$ cat config.mk
export PLATFORM = sky130hd
export DESIGN_NAME = arpv_div
export DESIGN_NICKNAME = d
export VERILOG_FILES = /design/src/hdl/arpv_pkg.sv /design/src/hdl/arpv_div.sv
export SDC_FILE = /design/constraint.sdc
export NUM_CORES = 2
export LEC_CHECK = 0
export ABC_CLOCK_PERIOD_IN_PS = 6400
export BUFFER_PORTS_ARGS = -buffer_cell sky130_fd_sc_hd__buf_2
export CAP_MARGIN = 10
export CELL_PAD_IN_SITES_DETAIL_PLACEMENT = 1
export CELL_PAD_IN_SITES_GLOBAL_PLACEMENT = 1
export CORE_MARGIN = 1
export CORE_UTILIZATION = 45
export CTS_CLUSTER_SIZE = 40
export DETAILED_ROUTE_END_ITERATION = 7
export GPL_TIMING_DRIVEN = 0
export PLACE_DENSITY_LB_ADDON = 0.1
export SYNTH_ARGS = -nofsm -noshare
export SYNTH_HDL_FRONTEND = slang
export SYNTH_SLANG_ARGS = --single-unit
$ cat constraint.sdc
create_clock -name i_clk -period 6.4 [get_ports i_clk]
set_input_delay 0.64 -clock i_clk [delete_from_list [all_inputs] [get_ports i_clk]]
set_output_delay 0.64 -clock i_clk [all_outputs]
set_load 0.03 [all_outputs]
$ cat src/hdl/arpv_pkg.sv
// Shared constants, types and table builders for the rotate and project vertex unit.
`timescale 1ns / 1ps
`default_nettype none

package arpv_pkg;

    // Fixed-point format and table length
    localparam int FRAC        = 16;
    localparam int ONE_FX      = 1 << FRAC;
    localparam int TABLE_STEPS = 128;
    localparam int IDXW        = $clog2(TABLE_STEPS);

    // Field widths
    localparam int ANGW  = 7;
    localparam int AXW   = 18;
    localparam int VW    = 24;
    localparam int FOVW  = 24;
    localparam int CAMW  = 24;
    localparam int VOFFW = 10;
    localparam int SW    = 16;

    // Configuration port
    localparam int CFG_IDXW = 3;
    localparam int CFG_DW   = 24;
    localparam logic [CFG_IDXW-1:0] CFG_ANGLE = 3'd0;
    localparam logic [CFG_IDXW-1:0] CFG_AXIS_X = 3'd1;
    localparam logic [CFG_IDXW-1:0] CFG_AXIS_Y = 3'd2;
    localparam logic [CFG_IDXW-1:0] CFG_AXIS_Z = 3'd3;
    localparam logic [CFG_IDXW-1:0] CFG_FOCAL = 3'd4;
    localparam logic [CFG_IDXW-1:0] CFG_CAMDIST = 3'd5;
    localparam logic [CFG_IDXW-1:0] CFG_VOFF = 3'd6;

    // Register reset values
    localparam logic signed [AXW-1:0] RST_AXIS_X = 18'sd43647;
    localparam logic signed [AXW-1:0] RST_AXIS_Y = 18'sd43647;
    localparam logic signed [AXW-1:0] RST_AXIS_Z = 18'sd21823;
    localparam logic [FOVW-1:0]       RST_FOCAL  = 24'd131072;
    localparam logic [CAMW-1:0]       RST_CAMD   = 24'd327680;

    // Matrix build widths
    localparam int ROMW  = 18;
    localparam int MCW   = 19;
    localparam int PW    = 20;
    localparam int DXW   = 21;
    localparam int LW    = 24;
    localparam int MW    = 34;
    localparam int MAT_N = 9;
    localparam int LOW   = 17;
    localparam int HIW   = MW - LOW;
    localparam int VIEW_SCALE = 240;

    // Transform and divide widths
    localparam int CW     = 44;
    localparam int DENW   = CW;
    localparam int HALFW  = CW / 2;
    localparam int NW     = CW + FOVW - FRAC;
    localparam int QBITS  = 17;
    localparam int DIV_LAT = QBITS + 1;
    localparam int CENTER_X = 320;
    localparam int CENTER_Y = 240;

    typedef struct packed {
        logic [ANGW-1:0]        angle;
        logic signed [AXW-1:0]  ax;
        logic signed [AXW-1:0]  ay;
        logic signed [AXW-1:0]  az;
    } t_rot_cfg;

    typedef logic signed [MW-1:0] t_mat [MAT_N];
    typedef logic signed [ROMW-1:0] t_rom [TABLE_STEPS];

    // Series constants in Q30
    localparam logic [63:0] HALF_PI_Q30 = 64'd1686629713;
    localparam logic [63:0] Q30_ONE     = 64'h4000_0000;
    localparam logic [63:0] SIN_DIV [7] = '{64'd6, 64'd20, 64'd42, 64'd72,
                                            64'd110, 64'd156, 64'd210};
    localparam logic [63:0] COS_DIV [7] = '{64'd2, 64'd12, 64'd30, 64'd56,
                                            64'd90, 64'd132, 64'd182};

    // Round half up to FRAC fraction bits (floor of value plus half)
    function automatic logic signed [63:0] f_rnd(input logic signed [63:0] v);
        return (v + (64'sd1 <<< (FRAC - 1))) >>> FRAC;
    endfunction

    // Clamp a Q30 value to [0,1] and round to FRAC bits
    function automatic logic signed [63:0] f_q30_to_fx(input logic signed [63:0] v);
        logic signed [63:0] vc;
        vc = v;
        if (vc < 0) vc = 0;
        if (vc > $signed(Q30_ONE)) vc = $signed(Q30_ONE);
        return (vc + (64'sd1 <<< (29 - FRAC))) >>> (30 - FRAC);
    endfunction

    // Sine or cosine table: quadrant fold plus Taylor series, built at elaboration
    function automatic t_rom f_build_rom(input logic sel_sine);
        t_rom rom;
        logic [63:0] p, r, x, x2, ts, tc;
        logic signed [63:0] ss, cs, s, c, sv, cv;
        logic [1:0] q;
        for (int i = 0; i < TABLE_STEPS; i++) begin
            p  = (64'(i) << 32) / TABLE_STEPS;
            q  = p[31:30];
            r  = p & 64'h3FFF_FFFF;
            x  = (r * HALF_PI_Q30) >> 30;
            x2 = (x * x) >> 30;
            ts = x;
            tc = Q30_ONE;
            ss = $signed(x);
            cs = $signed(Q30_ONE);
            for (int k = 0; k < 7; k++) begin
                ts = ((ts * x2) >> 30) / SIN_DIV[k];
                tc = ((tc * x2) >> 30) / COS_DIV[k];
                if ((k & 1) != 0) begin
                    ss = ss + $signed(ts);
                    cs = cs + $signed(tc);
                end else begin
                    ss = ss - $signed(ts);
                    cs = cs - $signed(tc);
                end
            end
            s = f_q30_to_fx(ss);
            c = f_q30_to_fx(cs);
            case (q)
                2'd0: begin sv = s;  cv = c;  end
                2'd1: begin sv = c;  cv = -s; end
                2'd2: begin sv = -s; cv = -c; end
                default: begin sv = -c; cv = s; end
            endcase
            rom[i] = sel_sine ? ROMW'(sv) : ROMW'(cv);
        end
        return rom;
    endfunction

    localparam t_rom SIN_ROM = f_build_rom(1'b1);
    localparam t_rom COS_ROM = f_build_rom(1'b0);

endpackage

`default_nettype wire

$ cat src/hdl/arpv_div.sv
// Pipelined restoring divider: one quotient bit per stage with overflow detect.
`timescale 1ns / 1ps
`default_nettype none

module arpv_div (
    input  logic                        i_clk,
    input  logic                        i_en,
    input  logic [arpv_pkg::NW-1:0]     i_num,
    input  logic [arpv_pkg::DENW-1:0]   i_den,
    output logic [arpv_pkg::QBITS-1:0]  o_quo,
    output logic                        o_ovf
);
    import arpv_pkg::*;

    localparam int CMPW = DENW + QBITS + 1;

    logic [NW-1:0]    r_rem [DIV_LAT];
    logic [QBITS-1:0] r_quo [DIV_LAT];
    logic             r_ovf [DIV_LAT];
    logic [DENW-1:0]  r_dv  [DIV_LAT-1];

    logic [NW-1:0]    n_rem   [DIV_LAT];
    logic [QBITS-1:0] n_quo   [DIV_LAT];
    logic [CMPW-1:0]  n_trial [DIV_LAT];

    // trial subtract per stage, most significant quotient bit first
    always_comb begin
        n_rem[0]   = i_num;
        n_quo[0]   = '0;
        n_trial[0] = CMPW'(i_den) << QBITS;
        for (int k = 1; k < DIV_LAT; k++) begin
            n_trial[k] = CMPW'(r_dv[k-1]) << (QBITS - k);
            n_rem[k]   = r_rem[k-1];
            n_quo[k]   = r_quo[k-1];
            if (CMPW'(r_rem[k-1]) >= n_trial[k]) begin
                n_rem[k] = NW'(CMPW'(r_rem[k-1]) - n_trial[k]);
                n_quo[k][QBITS-k] = 1'b1;
            end
        end
    end

    always_ff @(posedge i_clk) begin
        if (i_en) begin
            r_rem[0] <= n_rem[0];
            r_quo[0] <= n_quo[0];
            r_dv[0]  <= i_den;
            r_ovf[0] <= (CMPW'(i_num) >= n_trial[0]);
            for (int k = 1; k < DIV_LAT; k++) begin
                r_rem[k] <= n_rem[k];
                r_quo[k] <= n_quo[k];
                r_ovf[k] <= r_ovf[k-1];
            end
            for (int k = 1; k < DIV_LAT - 1; k++) begin
                r_dv[k] <= r_dv[k-1];
            end
        end
    end

    assign o_quo = r_quo[DIV_LAT-1];
    assign o_ovf = r_ovf[DIV_LAT-1];

endmodule

`default_nettype wire

==> impl_metrics.toml <==
[run_status]
status = "finished, final reports clean"

[clock_tree]
clock-sinks = 1803
cts_tree = "built"
cts_buffers = 203
cts_buffer_depth = 3
clk_pin_slew_ns = 0.06
cts-root-buf = "clkbuf_16"
cts_htree_levels = 4
insertion_delay_ns = 0.89
post_cts_buffers = 0

[die]
io_pins = 116
initial_core_util_pct = 45.25
core_area_sq_um = 227100
fp.dieH_um = 479.8
fp.dieW_um = 479.8
dieArea_sq_um = 230200
rows = 175

[routing]
drt_wl_total_um = 283500
wl_per_cell_um = 22.10
dr_total_vias = 70680
drt_pass1_iterations = 5
drc = 0
first_iter_violations = 2919
viasPerCell = 5.509
detail-route-antenna-nets = 0

[timing]
drv_slew = 0
fin_setup_tns_ns = 0
timing.fmax_ghz = 0.1632
fin_crit_ns = 6.128
grt_setup_unrepaired = "no"
hold_violations = 0
setup_viol_count_final = 0
relSlewSlack_pct = 11.38
finalCritPeriodShare_pct = 95.75
tightest_slew_ns = 1.317
skew_ns = 0.05452

[synth]
synth_compound_area_share_pct = 15.46
synth.yosys.seq_area_share_pct = 52.70
ys_ff_latch = 1803
yosys_warnings = 0
synthCells = 9184
synthAdderAreaFrac_pct = 9.409
synthArstFlopShare_pct = 0
syn_area_sq_um = 102700
synthDistinctLibCells = 100
synth_edf_count = 1803
synthFlopType = "edfxtp_1"
synthSimpleGateAreaFrac_pct = 9.059
synth_nets = 10050
yosys.area_share.xor_xnor_pct = 5.354
muxShareOfSynthArea_pct = 3.549
synth_top_family_by_area = "compound AO/OA/AOI/OAI gates"
synth.avg_cell_area_sq_um = 11.19

[pwr]
p_leak_uw = 0.04690
ir_drop_uv = 344.1
power.density_nw_per_um2 = 369.3

[min_path]
holdPathEnd = "r_dv[0][82]"
hp-start = "i_en"
hold_path_class = "in -> reg"
min_path_cells = 1

[critical_path]
timing.critical_path.fanout_max = 10
start_kind = "register"
rr_worst_depth = 16
cp.required_ns = 7.00
r2r_setup_slack_ns = 0.27
critPathArrivalTime_ns = 6.73
path_class = "reg -> reg"
r2r-start = "r_rem[7][9]"
r2r_end = "r_rem[8][31]"
end_kind = "register"

[placed_design]
dpl.hpwl_um = 223600
port_buffers = 115
place_area_sq_um = 107500
globalplace.congestion = 0.9978

[final_layout]
post-route-cell-area_sq_um = 115300
nets = 10480
syn_to_final_growth_pct = 12.21
drive_above_1_share_pct = 8.629

[flow_run]
maxCapViolCount = 0

[global_route]
grt-ovfl-total = 0
grt_pass1_vias = 78610
track_usage_pct = 24.45
grt_pass1_wl_um = 434200
grt_max_degree = 184
antenna_found_initial = 8
## cell usage after synthesis, types with 24 or more instances
library cell | instances | area [sq um]
edfxtp_1 | 1803 | 54140
inv_1 | 912 | 3423
nand2_1 | 767 | 2879
ha_1 | 747 | 9346
a21oi_1 | 716 | 3583
o21ai_0 | 645 | 3228
a21o_1 | 494 | 3709
nor2_1 | 379 | 1423
xnor2_1 | 371 | 3249
xor2_1 | 257 | 2251
mux2_2 | 255 | 2872
clkbuf_1 | 200 | 750.7
nand4_1 | 149 | 932.1
nand3_1 | 138 | 690.7
nor3_1 | 106 | 530.5
o21bai_1 | 103 | 773.2
o21a_1 | 85 | 638.1
nor2b_1 | 80 | 500.5
nand2b_1 | 76 | 475.5
a31oi_1 | 75 | 469.2
and3_1 | 62 | 387.9
nor4_1 | 58 | 362.9
a211oi_1 | 47 | 352.8
buf_2 | 47 | 235.2
o31ai_1 | 43 | 322.8
o211ai_1 | 34 | 255.2
and2_1 | 29 | 181.4
mux2_4 | 29 | 435.4
or3_1 | 27 | 168.9
a221oi_1 | 24 | 210.2
## layer usage
layer | wire, um | global-route usage, % | vias up
met5 | 0 | 0 | -
met4 | 26080 | 20.11 | 0
met3 | 5741 | 2.614 | 759
met2 | 158200 | 49.76 | 1143
met1 | 93450 | 20.82 | 34180
li1 | - | - | 34590
## flip-flops by register name (all words and copies together) (netlist names)
signal,count
r_quo,153
r_rem,884
r_dv,748
r_ovf,18
## what timing repair did
item	in CTS	in global routing
hold endpoints to repair	96	0
endpoints found under the setup margin	0	4
resized for setup	0	1
hold buffers	96	0
## cell families (layout without fill, tap and decap cells)
group                    Yosys count  after routing
AO/OA/AOI/OAI                   2524           2524
AND/OR/NAND/NOR                 1969           1969
flip-flops                      1803           1803
buffers and inverters           1181           1789
adder cells (fa/ha/maj)          763            763
XOR/XNOR                         628            628
multiplexers                     316            316
other                              0             28
## critical path: stages (launching register included)
cell and delay [ns]:
edfxtp_1 0.41, inv_1 0.09, ha_1 0.16, inv_1 0.06, fa_1 0.43, a211o_1 0.31, o211ai_1 0.20, a211oi_1 0.24
o311ai_1 0.62, o211a_1 0.35, a21oi_2 0.12, a32oi_1 0.42, o311ai_2 0.26, a22oi_1 0.76, buf_2 0.53, buf_2 0.46
mux2_2 0.39
## per-stage QoR
step,cells,hold slack (ns),power (uW),util [%],setup WS (ns)
2_1_floorplan,9184,0.4003,26510,-,2.599
3_3_place_gp,12310,0.4003,31210,47.16,-23.04
3_5_place_dp,12330,0.4055,31040,47.34,0.1878
4_1_cts,12800,0.1441,42920,50.74,0.1450
5_1_grt,12830,0.1757,44980,50.77,0.1303
6_report,12830,0.1811,42570,50.77,0.2717
## area by class of cell
class,instances,area (sq um)
Antenna cell,28,70.07
Buffer,268,1170
Clock buffer,246,5241
Clock inverter,134,1513
Fill cell,23990,111800
Inverter,913,3427
Multi-Input combinational cell,6200,44040
Sequential cell,1803,54140
Tap cell,3009,3765
Timing Repair Buffer,228,1913
## report_power, final
group	switching (uW)	total (uW)	internal, uW
Clock	4990	11700	6670
Sequential	996	16500	15500
Combinational	8810	14400	5630
## worst max path at each step
stage	slack (ns)	to	cells past startpoint	from
after detailed placement	0.19	r_rem[2][15]	16	r_rem[1][15]
after floorplan	2.60	r_rem[1][22]	16	r_rem[0][16]
after CTS	0.15	r_rem[8][31]	16	r_rem[7][9]
after global routing	0.13	r_rem[8][31]	16	r_rem[7][9]
after global placement	-23.04	r_dv[0][705]	1	i_en
final	0.27	r_rem[8][31]	16	r_rem[7][9]
## placed cells by master (no fill, tap or decap), drive strengths merged, types with 16 or more instances in the layout
| master | instances |
|---|---|
| o21ai | 662 |
| xnor2 | 371 |
| buf | 199 |
| o31a | 18 |
| nand3 | 138 |
| clkbuf | 446 |
| o21bai | 103 |
| a31oi | 77 |
| and3 | 63 |
| edfxtp | 1803 |
| a21boi | 25 |
| ha | 747 |
| bufinv | 19 |
| a21o | 496 |
| or3 | 27 |
| diode | 28 |
| nand2 | 767 |
| nor2 | 381 |
| o21a | 85 |
| o211ai | 34 |
| dlygate4sd3 | 96 |
| a211oi | 48 |
| nor3 | 106 |
| a211o | 22 |
| a221oi | 28 |
| a21oi | 722 |
| nor2b | 80 |
| nand2b | 76 |
| fa | 16 |
| and2 | 29 |
| nand4 | 149 |
| mux2 | 299 |
| nor4 | 58 |
| o31ai | 44 |
| xor2 | 257 |
| inv | 918 |
| and4 | 18 |
| mux2i | 17 |
| clkinv | 99 |
| or2 | 19 |
Note: power is estimated with default switching activity, not from simulation.
